File: src/rtl/core/fys_pkg.sv
// shared types and constants for the fisher-yates shuffle core
package fys_pkg;

  // fixed field widths
  localparam int RAND_W     = 31;
  localparam int POS_W      = 6;
  localparam int CARD_W     = 6;

  // parameter defaults
  localparam int              DEF_DECK_SIZE  = 52;
  localparam longint unsigned DEF_RANDOM_MAX = 64'd2147483647;

  // request codes
  typedef enum logic [0:0] {
    OP_RESTORE = 1'b0,
    OP_SHUFFLE = 1'b1
  } op_t;

  // sequencer states
  typedef enum logic [2:0] {
    ST_IDLE,
    ST_DIVIDE,
    ST_READ,
    ST_SWAP_I,
    ST_SWAP_J,
    ST_DONE
  } state_t;

  // divider start request
  typedef struct packed {
    logic              start;
    logic [RAND_W-1:0] dividend;
  } div_req_t;

  // divider result
  typedef struct packed {
    logic              done;
    logic [RAND_W-1:0] quotient;
  } div_rsp_t;

endpackage

File: src/rtl/core/fys_ram.sv
// generic one-write two-read ram with registered read data
module fys_ram #(
  parameter int WIDTH = 8,
  parameter int DEPTH = 16,
  localparam int AW = (DEPTH > 1) ? $clog2(DEPTH) : 1
) (
  input  logic             clk,
  input  logic             we,
  input  logic [AW-1:0]    waddr,
  input  logic [WIDTH-1:0] wdata,
  input  logic [AW-1:0]    raddr_a,
  input  logic [AW-1:0]    raddr_b,
  output logic [WIDTH-1:0] rdata_a,
  output logic [WIDTH-1:0] rdata_b
);

  logic [WIDTH-1:0] mem [DEPTH];

  // write port and registered reads
  always_ff @(posedge clk) begin
    if (we) begin
      mem[waddr] <= wdata;
    end
    rdata_a <= mem[raddr_a];
    rdata_b <= mem[raddr_b];
  end

endmodule

File: src/rtl/core/fys_divider.sv
// restoring divider, one quotient bit per cycle
module fys_divider #(
  parameter int DIVISOR_W = 32
) (
  input  logic                 clk,
  input  logic                 rst,
  input  fys_pkg::div_req_t    req,
  input  logic [DIVISOR_W-1:0] divisor,
  output fys_pkg::div_rsp_t    rsp
);
  import fys_pkg::*;

  localparam int CW = $clog2(RAND_W);

  logic                 busy;
  logic                 done;
  logic [CW-1:0]        count;
  logic [RAND_W-1:0]    quo;
  logic [DIVISOR_W-1:0] rem;
  logic [DIVISOR_W-1:0] dvs;

  logic [DIVISOR_W:0]   rem_shift;
  logic                 fits;
  logic [DIVISOR_W:0]   rem_diff;

  // one shift-subtract step
  always_comb begin
    rem_shift = {rem, quo[RAND_W-1]};
    fits      = (rem_shift >= {1'b0, dvs});
    rem_diff  = rem_shift - {1'b0, dvs};
  end

  // control
  always_ff @(posedge clk) begin
    if (rst) begin
      busy  <= 1'b0;
      done  <= 1'b0;
      count <= '0;
    end else begin
      done <= 1'b0;
      if (req.start) begin
        busy  <= 1'b1;
        count <= '0;
      end else if (busy) begin
        count <= count + CW'(1);
        if (count == CW'(RAND_W - 1)) begin
          busy <= 1'b0;
          done <= 1'b1;
        end
      end
    end
  end

  // datapath
  always_ff @(posedge clk) begin
    if (req.start) begin
      quo <= req.dividend;
      rem <= '0;
      dvs <= divisor;
    end else if (busy) begin
      quo <= {quo[RAND_W-2:0], fits};
      rem <= fits ? rem_diff[DIVISOR_W-1:0] : rem_shift[DIVISOR_W-1:0];
    end
  end

  assign rsp.done     = done;
  assign rsp.quotient = quo;

endmodule

File: src/rtl/core/fisher_yates_shuffle_core.sv
// fisher-yates shuffle core: sequencer, deck store and shared divider
//
//  channel  signals                          direction  request
//  in       in_valid in_stall op random_word  in         restore or one shuffle step
//  out      out_valid out_stall position       out        fixed position, its card,
//           card pass_done                                 end-of-pass flag
//
// a shuffle request passes through acceptance, the divider (one quotient bit per
// cycle of random_word / step divisor, then a registered done), the deck read,
// two swap writes on the single ram write port, and delivery into the output
// register. a restore request gives no result.
// reset clears the walk position and the per-entry valid bits at once; an entry
// never written reads as its own index, so there is no clearing pass.
// the core takes a new request while a result waits in the output register; a
// finished step waits in its last state until that register is free.
module fisher_yates_shuffle_core #(
  parameter int              DECK_SIZE  = fys_pkg::DEF_DECK_SIZE,
  parameter longint unsigned RANDOM_MAX = fys_pkg::DEF_RANDOM_MAX
) (
  input  logic                      clk,
  input  logic                      rst,
  input  logic                      in_valid,
  output logic                      in_stall,
  input  logic                      op,
  input  logic [fys_pkg::RAND_W-1:0] random_word,
  output logic                      out_valid,
  input  logic                      out_stall,
  output logic [fys_pkg::POS_W-1:0]  position,
  output logic [fys_pkg::CARD_W-1:0] card,
  output logic                      pass_done
);
  import fys_pkg::*;

  localparam int PW    = $clog2(DECK_SIZE);
  localparam int DIV_W = $clog2(RANDOM_MAX + 64'd2);
  localparam logic [PW-1:0] LAST_POS = PW'(DECK_SIZE - 1);

  state_t state, state_next;

  logic [PW-1:0]        walk;
  logic [PW-1:0]        i_q;
  logic [PW-1:0]        j_q;
  logic [PW-1:0]        held_i;
  logic [PW-1:0]        card_q;
  logic [DECK_SIZE-1:0] valid_bits;

  logic in_take;
  logic out_free;

  // step divisor table, worked out at elaboration
  logic [DIV_W-1:0] div_table [DECK_SIZE];
  for (genvar k = 0; k < DECK_SIZE; k++) begin : g_div_table
    localparam longint unsigned DVAL = RANDOM_MAX / 64'(DECK_SIZE - k) + 64'd1;
    assign div_table[k] = DVAL[DIV_W-1:0];
  end

  // shared divider
  div_req_t div_req;
  div_rsp_t div_rsp;

  fys_divider #(
    .DIVISOR_W (DIV_W)
  ) u_divider (
    .clk     (clk),
    .rst     (rst),
    .req     (div_req),
    .divisor (div_table[walk]),
    .rsp     (div_rsp)
  );

  // deck store
  logic          ram_we;
  logic [PW-1:0] ram_waddr;
  logic [PW-1:0] ram_wdata;
  logic [PW-1:0] ram_rdata_a;
  logic [PW-1:0] ram_rdata_b;

  fys_ram #(
    .WIDTH (PW),
    .DEPTH (DECK_SIZE)
  ) u_deck (
    .clk     (clk),
    .we      (ram_we),
    .waddr   (ram_waddr),
    .wdata   (ram_wdata),
    .raddr_a (i_q),
    .raddr_b (j_q),
    .rdata_a (ram_rdata_a),
    .rdata_b (ram_rdata_b)
  );

  // entries never written read as identity
  logic [PW-1:0] card_at_i;
  logic [PW-1:0] card_at_j;
  assign card_at_i = valid_bits[i_q] ? ram_rdata_a : i_q;
  assign card_at_j = valid_bits[j_q] ? ram_rdata_b : j_q;

  // swap partner from the quotient, saturated at the deck end
  logic [PW-1:0] offs_max;
  logic [PW-1:0] j_calc;
  always_comb begin
    offs_max = LAST_POS - i_q;
    if (div_rsp.quotient > RAND_W'(offs_max)) begin
      j_calc = LAST_POS;
    end else begin
      j_calc = i_q + div_rsp.quotient[PW-1:0];
    end
  end

  assign in_take  = in_valid && !in_stall;
  assign out_free = !out_valid || !out_stall;

  // next state
  always_comb begin
    state_next = state;
    unique case (state)
      ST_IDLE: begin
        if (in_take && (op == OP_SHUFFLE)) begin
          state_next = ST_DIVIDE;
        end
      end
      ST_DIVIDE: begin
        if (div_rsp.done) begin
          state_next = ST_READ;
        end
      end
      ST_READ:   state_next = ST_SWAP_I;
      ST_SWAP_I: state_next = ST_SWAP_J;
      ST_SWAP_J: state_next = ST_DONE;
      ST_DONE: begin
        if (out_free) begin
          state_next = ST_IDLE;
        end
      end
      default:   state_next = ST_IDLE;
    endcase
  end

  // sequencer outputs
  always_comb begin
    in_stall         = 1'b1;
    div_req.start    = 1'b0;
    div_req.dividend = random_word;
    ram_we           = 1'b0;
    ram_waddr        = i_q;
    ram_wdata        = card_at_j;
    unique case (state)
      ST_IDLE: begin
        in_stall      = 1'b0;
        div_req.start = in_valid && (op == OP_SHUFFLE);
      end
      ST_SWAP_I: begin
        ram_we    = 1'b1;
        ram_waddr = i_q;
        ram_wdata = card_at_j;
      end
      ST_SWAP_J: begin
        ram_we    = 1'b1;
        ram_waddr = j_q;
        ram_wdata = held_i;
      end
      default: begin
      end
    endcase
  end

  always_ff @(posedge clk) begin
    if (rst) begin
      state <= ST_IDLE;
    end else begin
      state <= state_next;
    end
  end

  // walk position and valid bits
  always_ff @(posedge clk) begin
    if (rst) begin
      walk       <= '0;
      valid_bits <= '0;
    end else begin
      if (state == ST_IDLE && in_take && (op == OP_RESTORE)) begin
        walk       <= '0;
        valid_bits <= '0;
      end
      if (ram_we) begin
        valid_bits[ram_waddr] <= 1'b1;
      end
      if (state == ST_DONE && out_free) begin
        walk <= (i_q == LAST_POS) ? '0 : i_q + PW'(1);
      end
    end
  end

  // step datapath
  always_ff @(posedge clk) begin
    if (state == ST_IDLE) begin
      i_q <= walk;
    end
    if (state == ST_DIVIDE && div_rsp.done) begin
      j_q <= j_calc;
    end
    if (state == ST_SWAP_I) begin
      held_i <= card_at_i;
      card_q <= card_at_j;
    end
  end

  // output register
  logic [PW+POS_W-1:0]  pos_ext;
  logic [PW+CARD_W-1:0] card_ext;
  assign pos_ext  = {{POS_W{1'b0}}, i_q};
  assign card_ext = {{CARD_W{1'b0}}, card_q};

  always_ff @(posedge clk) begin
    if (rst) begin
      out_valid <= 1'b0;
    end else if (state == ST_DONE && out_free) begin
      out_valid <= 1'b1;
    end else if (!out_stall) begin
      out_valid <= 1'b0;
    end
  end

  always_ff @(posedge clk) begin
    if (state == ST_DONE && out_free) begin
      position  <= pos_ext[POS_W-1:0];
      card      <= card_ext[CARD_W-1:0];
      pass_done <= (i_q == LAST_POS);
    end
  end

  // checks
  a_partner_in_range: assert property (@(posedge clk) disable iff (rst)
    (state == ST_READ) |-> (j_q >= i_q) && (j_q <= LAST_POS))
    else $error("swap partner outside remaining deck");

  a_div_done_when_waiting: assert property (@(posedge clk) disable iff (rst)
    div_rsp.done |-> (state == ST_DIVIDE))
    else $error("divider finished outside divide state");

  a_restore_clears: assert property (@(posedge clk) disable iff (rst)
    (in_take && (op == OP_RESTORE)) |=> (walk == '0) && (valid_bits == '0))
    else $error("restore did not reload identity order");

  a_shuffle_starts_divider: assert property (@(posedge clk) disable iff (rst)
    (in_take && (op == OP_SHUFFLE)) |=> (state == ST_DIVIDE))
    else $error("shuffle request did not start a step");

endmodule

File: config.mk
export PLATFORM = sky130hd
export DESIGN_NAME = fisher_yates_shuffle_core
export DESIGN_NICKNAME = d
export VERILOG_FILES = /design/src/rtl/core/fys_pkg.sv /design/src/rtl/core/fys_ram.sv /design/src/rtl/core/fys_divider.sv /design/src/rtl/core/fisher_yates_shuffle_core.sv
export SDC_FILE = /design/constraint.sdc
export NUM_CORES = 1
export LEC_CHECK = 0
export ABC_AREA = 0
export BUFFER_PORTS_ARGS = -buffer_cell sky130_fd_sc_hd__buf_2
export CAP_MARGIN = 15
export CELL_PAD_IN_SITES_DETAIL_PLACEMENT = 0
export CELL_PAD_IN_SITES_GLOBAL_PLACEMENT = 1
export CORE_AREA = 2 2 250 252
export CTS_CLUSTER_SIZE = 28
export DETAILED_ROUTE_END_ITERATION = 16
export DIE_AREA = 0 0 252 254
export GPL_TIMING_DRIVEN = 0
export PLACE_DENSITY_LB_ADDON = 0.1
export SETUP_SLACK_MARGIN = 0.1
export SLEW_MARGIN = 25
export SYNTH_ARGS = -nofsm -noshare
export SYNTH_HDL_FRONTEND = slang
export SYNTH_SLANG_ARGS = --single-unit
File: constraint.sdc
create_clock -name clk -period 6.4 [get_ports clk]
set_input_delay 1.28 -clock clk [delete_from_list [all_inputs] [get_ports clk]]
set_output_delay 1.28 -clock clk [all_outputs]
set_load 0.005 [all_outputs]
==> results of run 1 <==
-- synthesized netlist by cell type (12+ instances only) --
library cell,n
xnor2_1,20
o211ai_1,19
xor2_1,20
nor2_1,179
mux2i_1,52
nand4_1,13
a211oi_1,20
a221oi_1,18
mux2_2,12
edfxtp_1,412
a22oi_1,12
buf_2,23
ha_1,59
a21oi_1,155
nand2b_1,19
a31oi_1,12
nor3_1,26
buf_1,21
nand2_1,205
nand3_1,27
o21ai_0,103
a21o_1,21
nor2b_1,30
mux4_2,211
dfxtp_1,113
inv_1,59
clkbuf_1,93
-- cell families after synthesis --
family | count (synthesis) | share of synthesized area
AO/OA/AOI/OAI | 434 | 0.0972
XOR/XNOR | 40 | 0.0128
adder cells (fa/ha/maj) | 61 | 0.0284
buffers and inverters | 209 | 0.0317
flip-flops | 525 | 0.535
multiplexers | 285 | 0.205
AND/OR/NAND/NOR | 554 | 0.0904
-- metal layers --
layer / part of all wire / up-vias
met2: 0.45 / 922
met4: 0.023 / 2
met5: 0.00015 / -
met3: 0.084 / 140
li1: - / 8404
met1: 0.45 / 9978
-- stage by stage --
| stage | worst slack, ns | hold WS (ns) | instance area, um^2 | utilization |
|---|---|---|---|---|
| 2_1_floorplan | 2.80 | 0.400 | 27400 | - |
| 3_3_place_gp | 1.16 | 0.410 | 28600 | 0.467 |
| 3_5_place_dp | 1.96 | 0.405 | 28700 | 0.469 |
| 4_1_cts | 1.98 | 0.418 | 30600 | 0.499 |
| 5_1_grt | 1.76 | 0.436 | 30600 | 0.500 |
| 6_report | 1.79 | 0.417 | 30600 | 0.500 |
-- sequential cells by signal, indices dropped and copies added (netlist names), 3 cells and up --
name             cells
i_q                  6
held_i               6
u_deck.rdata_b       6
valid_bits          52
state                3
u_divider.rem       32
u_divider.quo       31
card                 6
j_q                  6
u_deck.rdata_a       6
u_divider.dvs       32
card_q               6
u_divider.count      5
walk                 6
u_deck.mem         312
position             6
-- layout make-up --
class,count,area (um^2)
Buffer,147,643
Clock buffer,75,1540
Clock inverter,33,338
Fill cell,5350,30600
Inverter,62,233
Multi-Input combinational cell,1374,11900
Sequential cell,525,14600
Tap cell,790,988
Timing Repair Buffer,54,335
-- worst max path at each step --
stage	startpoint	endpoint	slack (ns)	depth (start not counted)
3_5_place_dp	j_q[1]$_SDFFCE_PN1P_	u_deck.mem[15][4]$_DFFE_PP_	1.96	8
4_1_cts	j_q[1]$_SDFFCE_PN1P_	u_deck.mem[14][4]$_DFFE_PP_	1.98	8
5_1_grt	j_q[1]$_SDFFCE_PN1P_	valid_bits[33]$_SDFF_PP0_	1.76	9
3_3_place_gp	j_q[1]$_SDFFCE_PN1P_	u_deck.mem[4][5]$_DFFE_PP_	1.16	7
2_1_floorplan	j_q[0]$_SDFFCE_PN1P_	u_deck.mem[0][5]$_DFFE_PP_	2.80	7
6_report	j_q[1]$_SDFFCE_PN1P_	valid_bits[33]$_SDFF_PP0_	1.79	9
-- worst max-delay path: stages, from the launching register on --
cell and delay, ns:
edfxtp_1 0.65, buf_2 0.41, buf_1 0.72, buf_2 0.50, buf_1 0.52, nor3_1 0.14, o21ai_1 0.75, nor2_1 0.49
a21oi_1 0.24, nor2_1 0.05
-- where the power goes --
part | internal [uW] | total [uW] | leakage (uW) | switching (uW)
combinational | 347 | 872 | 0.00459 | 525
sequential | 3730 | 3800 | 0.00418 | 71.9
clock | 1870 | 3310 | 0.000902 | 1430
total | 5950 | 7980 | 0.00967 | 2030
==> summary.md, run 1 <==
| Metric | Value |
|---|---|
| Status | finished clean |
| Placer Congestion | 0.938 |
| Synth warn | 0 |
| Hold depth | 0 |
| Synthesized Nets | 2,205 |
| Period minus WS final | 4.61 ns |
| Global Route Usage Sum | 0.279 |
| GR peak layer | met2 |
| Final wirelength | 89,500 um |
| Min-delay worst type | flop to flop |
| Clock Skew | 0.0514 ns |
| Slew HR | 0.247 |
| PortBufs | 49 |
| Final Cycle Share | 0.721 |
| Setup TNS | 0 ns |
| Reg-to-reg startpoint | j_q[1]$_SDFFCE_PN1P_ |
| Clock latency on the worst-skew pair | 0.65 ns |
| Total power | 7980 uW |
| Post-synth cell types | 73 |
| Die ar. | 0.0640 mm^2 |
| Clock sink total | 525 |
| Hold buffers post-CTS | 0 |
| GR Overflow Total | 0 |
| Top cells by area, synth | edfxtp_1 (45%), mux4_2 (17%), dfxtp_1 (8.3%) |
| Number of max-cap violations | 0 |
| Post-synthesis sequential area ratio | 0.535 |
| M1 GR Usage | 0.418 |
| Setup violators final | 0 |
| Synth area leader | edfxtp_1 |
| Crit Path Max Fanout | 10 |
| Leading cell types in the layout, fill and taps excluded | edfxtp_1 (412), mux4_2 (211), nand2_1 (205) |
| Synthesized area per cell | 13.0 um^2 |
| Die W | 252 um |
| Commonest non-fill, non-tap cell in the layout | edfxtp_1 |
| First-pass GRT wire length | 129,000 um |
| Yosys reg bits | 525 |
| Worst-Margin Slew | 1.13 ns |
| Reg2Reg Depth | 9 |
| Detailed placer's ending HPWL | 64,600 um |
| Final nets | 2,318 |
| Post-DR wirelength/cell | 29.2 um |
| Antenna Cells | 0 |
| Final Hold Viols | 0 |
| Clock transition at path regs | 0.06 ns |
| Core Region | 0.0613 mm^2 |
| Rows | 91 |
| Worst Min Path Start | card_q[4]$_DFFE_PN_ |
| Share of layout cells above drive strength 1 | 0.186 |
| Synth Flop Type | edfxtp_1 |
| I/O pin cnt | 51 |
| DRT iter0 DRCs | 2,516 |
| Vias per cell | 6.35 |
| Reg-to-reg setup timing slack | 1.79 ns |
| H-tree levels | 2 |
| Worst setup SP type | flop |
| PostCTS Resize Cnt | 0 |
| Pre-antenna DRT Iters | 7 |
| CTS tree | built |
| M2 GR Usage | 0.424 |
| Chip Height | 254 um |
| Max VDD drop | 0.211 mV |
| Unrepaired setup endpoints after global routing | no |
| Starting Density | 0.447 |
| Met3 Use GR | 0.0483 |
| Layout area overhead | 11.9% |
| Endpoint class of the critical path | flop |
| Mapped Area | 0.0274 mm^2 |
| Number of synthesized flops with an enable pin | 412 |
| Post-CTS setup buffer count | 0 |
| CTS root buf | clkbuf_16 |
| Residual DRC | 0 |
| Max-slew violation count | 0 |
| Clk buf depth | 3 |
| Top-area cell type share of the netlist area | 0.452 |
| Post-route insts no fill | 3,060 |
| Req. time, crit path | 6.88 ns |
| Post-route ant nets | 0 |
| Initial antenna violation count | 4 |
| Hold EP | card[4]$_DFFE_PP_ |
| DP Cell Count | 2,952 |
| Power Dens Cells | 261 mW/mm^2 |
| Async SR Flop Fraction | 0 |
| Arr. time, crit path | 5.10 ns |
| Setup CP Type | flop to flop |
| Leakage | 0.00967 uW |
| Vias in the first global route | 18,800 |
| Via Count | 19,400 |
| Max Fclk | 217 MHz |
| Largest net degree at the start of global routing | 53 |
| Num CTS Buffers | 57 |
| RR Endpoint | valid_bits[33]$_SDFF_PP0_ |
| Post-Syn Instances | 2,108 |
Note: power is estimated with default switching activity, not from simulation.
==> run 2: changes to the inputs <==
clock period = 4.2 ns   (was 6.4 ns; I/O delays follow)
==> run 2 against run 1 <==
The run now ends with setup timing left. Sequential cell count did not move. Worst setup slack got worse by 1.9 ns. Routed wire length hardly changed. Critical endpoint is now valid_bits[41]$_SDFF_PP0_. Highest routed layer unchanged.
==> summary.md, run 2 (same netlist as run 1, synthesis figures left out) <==
| Metric | Value |
|---|---|
| Number of max-cap violations | 0 |
| H-tree levels | 2 |
| Placer Congestion | 0.938 |
| Setup CP Type | flop to flop |
| Pint | 9070 uW |
| Clock network power share | 0.414 |
| Die W | 252 um |
| Global Route Usage Sum | 0.279 |
| Share of layout cells above drive strength 1 | 0.195 |
| Clock latency on the worst-skew pair | 0.65 ns |
| Max-slew violation count | 0 |
| Failing checks | setup timing |
| Final wirelength | 89,400 um |
| Via Count | 19,500 |
| Dpl cell area | 0.0287 mm^2 |
| Starting Density | 0.447 |
| DRT iter0 DRCs | 2,488 |
| Initial antenna violation count | 4 |
| Vias per cell | 6.36 |
| Req. time, crit path | 4.68 ns |
| Clock Skew | 0.0501 ns |
| Leakage | 0.00959 uW |
| Total power | 12,200 uW |
| Post-route ant nets | 0 |
| Final Cell Area | 0.0307 mm^2 |
| Crit Path Max Fanout | 10 |
| Final nets | 2,317 |
| Chip Height | 254 um |
| Reg2Reg Depth | 9 |
| Arr. time, crit path | 4.79 ns |
| Clk buf depth | 3 |
| Unrepaired setup endpoints after global routing | yes |
| Post-DR wirelength/cell | 29.2 um |
| Largest net degree at the start of global routing | 53 |
| Post-Place Worst Slack | -0.241 ns |
| Endpoint class of the critical path | flop |
| Combinational share of power | 0.109 |
| Final Cycle Share | 1.03 |
| Biggest register | u_deck.mem |
| GR Overflow Total | 0 |
| Residual DRC | 0 |
| Max FFs per register | 312 |
| Hold depth | 0 |
| Min-delay worst type | flop to flop |
| Switching power | 3090 uW |
| Sequential group share of total power | 0.477 |
| Leading cell types in the layout, fill and taps excluded | edfxtp_1 (412), mux4_2 (211), nand2_1 (205) |
| Status | complete, but fails checks |
| Antenna Cells | 0 |
| Final setup margin | -0.111 ns |
| Setup violators final | 18 |
| Max Fclk | 232 MHz |
| CTS tree | built |
| Largest regs | u_deck.mem x312, valid_bits x52 |
| First-pass GRT wire length | 129,000 um |
| Reg-to-reg startpoint | j_q[1]$_SDFFCE_PN1P_ |
| Fin Hold WS | 0.418 ns |
| Pre-antenna DRT Iters | 6 |
| PortBufs | 49 |
| Sw Share | 0.254 |
| Power Dens Cells | 396 mW/mm^2 |
| Core Region | 0.0613 mm^2 |
| CTS root buf | clkbuf_16 |
| Worst setup SP type | flop |
| Worst setup path start | j_q[1]$_SDFFCE_PN1P_ |
| Max VDD drop | 0.319 mV |
| Final Hold Viols | 0 |
| Slew HR | 0.238 |
| Commonest non-fill, non-tap cell in the layout | edfxtp_1 |
| Layout area overhead | 12.2% |
| Clock sink total | 525 |
| Vias in the first global route | 18,800 |
| Worst Min Path Start | card_q[4]$_DFFE_PN_ |
| Die ar. | 0.0640 mm^2 |
| Rows | 91 |
| Clock transition at path regs | 0.06 ns |
| I/O pin cnt | 51 |
| Period minus WS final | 4.31 ns |
| Detailed placer's ending HPWL | 64,600 um |
| Num CTS Buffers | 57 |
| Worst-Margin Slew | 1.14 ns |
[run 2: cell count changes in the layout (fill, tap and decap cells not counted), sizes merged]
cell | previous run | this run
clkinvlp | 4 | 5
buf | 108 | 106
clkinv | 26 | 25
clkbuf | 168 | 169
[run 2: final cells by class]
cell class                      instances  area [um^2]
Tap cell                              790          988
Clock inverter                         33          338
Multi-Input combinational cell       1374        12000
Inverter                               62          236
Timing Repair Buffer                   54          335
Clock buffer                           75         1540
Sequential cell                       525        14600
Fill cell                            5350        30600
Buffer                                146          652
[run 2: metrics by stage]
| stage | TNS (ns) | util | std cells |
|---|---|---|---|
| CTS | 0 | 0.500 | 3059 |
| floorplan | 0 | - | 2108 |
| finish | -0.539 | 0.501 | 3059 |
| detailed placement | -14.76 | 0.469 | 2952 |
| global route | -0.576 | 0.501 | 3059 |
| global placement | -116.35 | 0.467 | 2947 |
[run 2: routing by layer]
metal  GRT usage  vias to the layer above  wire [um]
met4      0.0671                        2       2050
met3      0.0472                      127       7450
met5           0                        -         13
met1       0.419                     9996      39900
met2       0.424                      936      40100
li1            -                     8392          -
[run 2: final timing paths]
check / end / slack [ns]
setup / recovery: valid_bits[41]$_SDFF_PP0_ / -0.11
hold / removal: card[4]$_DFFE_PP_ / 0.42
setup reg to reg: valid_bits[41]$_SDFF_PP0_ / -0.11
hold reg to reg: card[4]$_DFFE_PP_ / 0.42
[run 2: worst max-delay path: stages, from the launching register on]
cell      delay (ns)
edfxtp_1        0.64
buf_2           0.40
buf_2           0.42
buf_2           0.43
buf_1           0.55
nor3_1          0.14
o21ai_1         0.78
nor2_1          0.50
a21oi_1         0.24
nor2_1          0.06
[run 2: power by group through the flow]
| stage | Clock, uW | Combinational (uW) | Sequential, uW |
|---|---|---|---|
| final | 5030 | 1330 | 5790 |
| after global routing | 5290 | 1470 | 5810 |
| after CTS | 5090 | 1320 | 5790 |
| after detailed placement | 0 | 1310 | 5900 |
| after global placement | 0 | 1300 | 5900 |
| after floorplan | 0 | 977 | 5850 |
[run 2: timing repair]
action | 4_1_cts | 5_1_grt
hold buffers | 0 | 0
setup buffers | 0 | 0
setup endpoints to repair | 254 | 100
endpoints found under the hold margin | 0 | 0
pin swaps | 0 | 0
resized for setup | 15 | 18
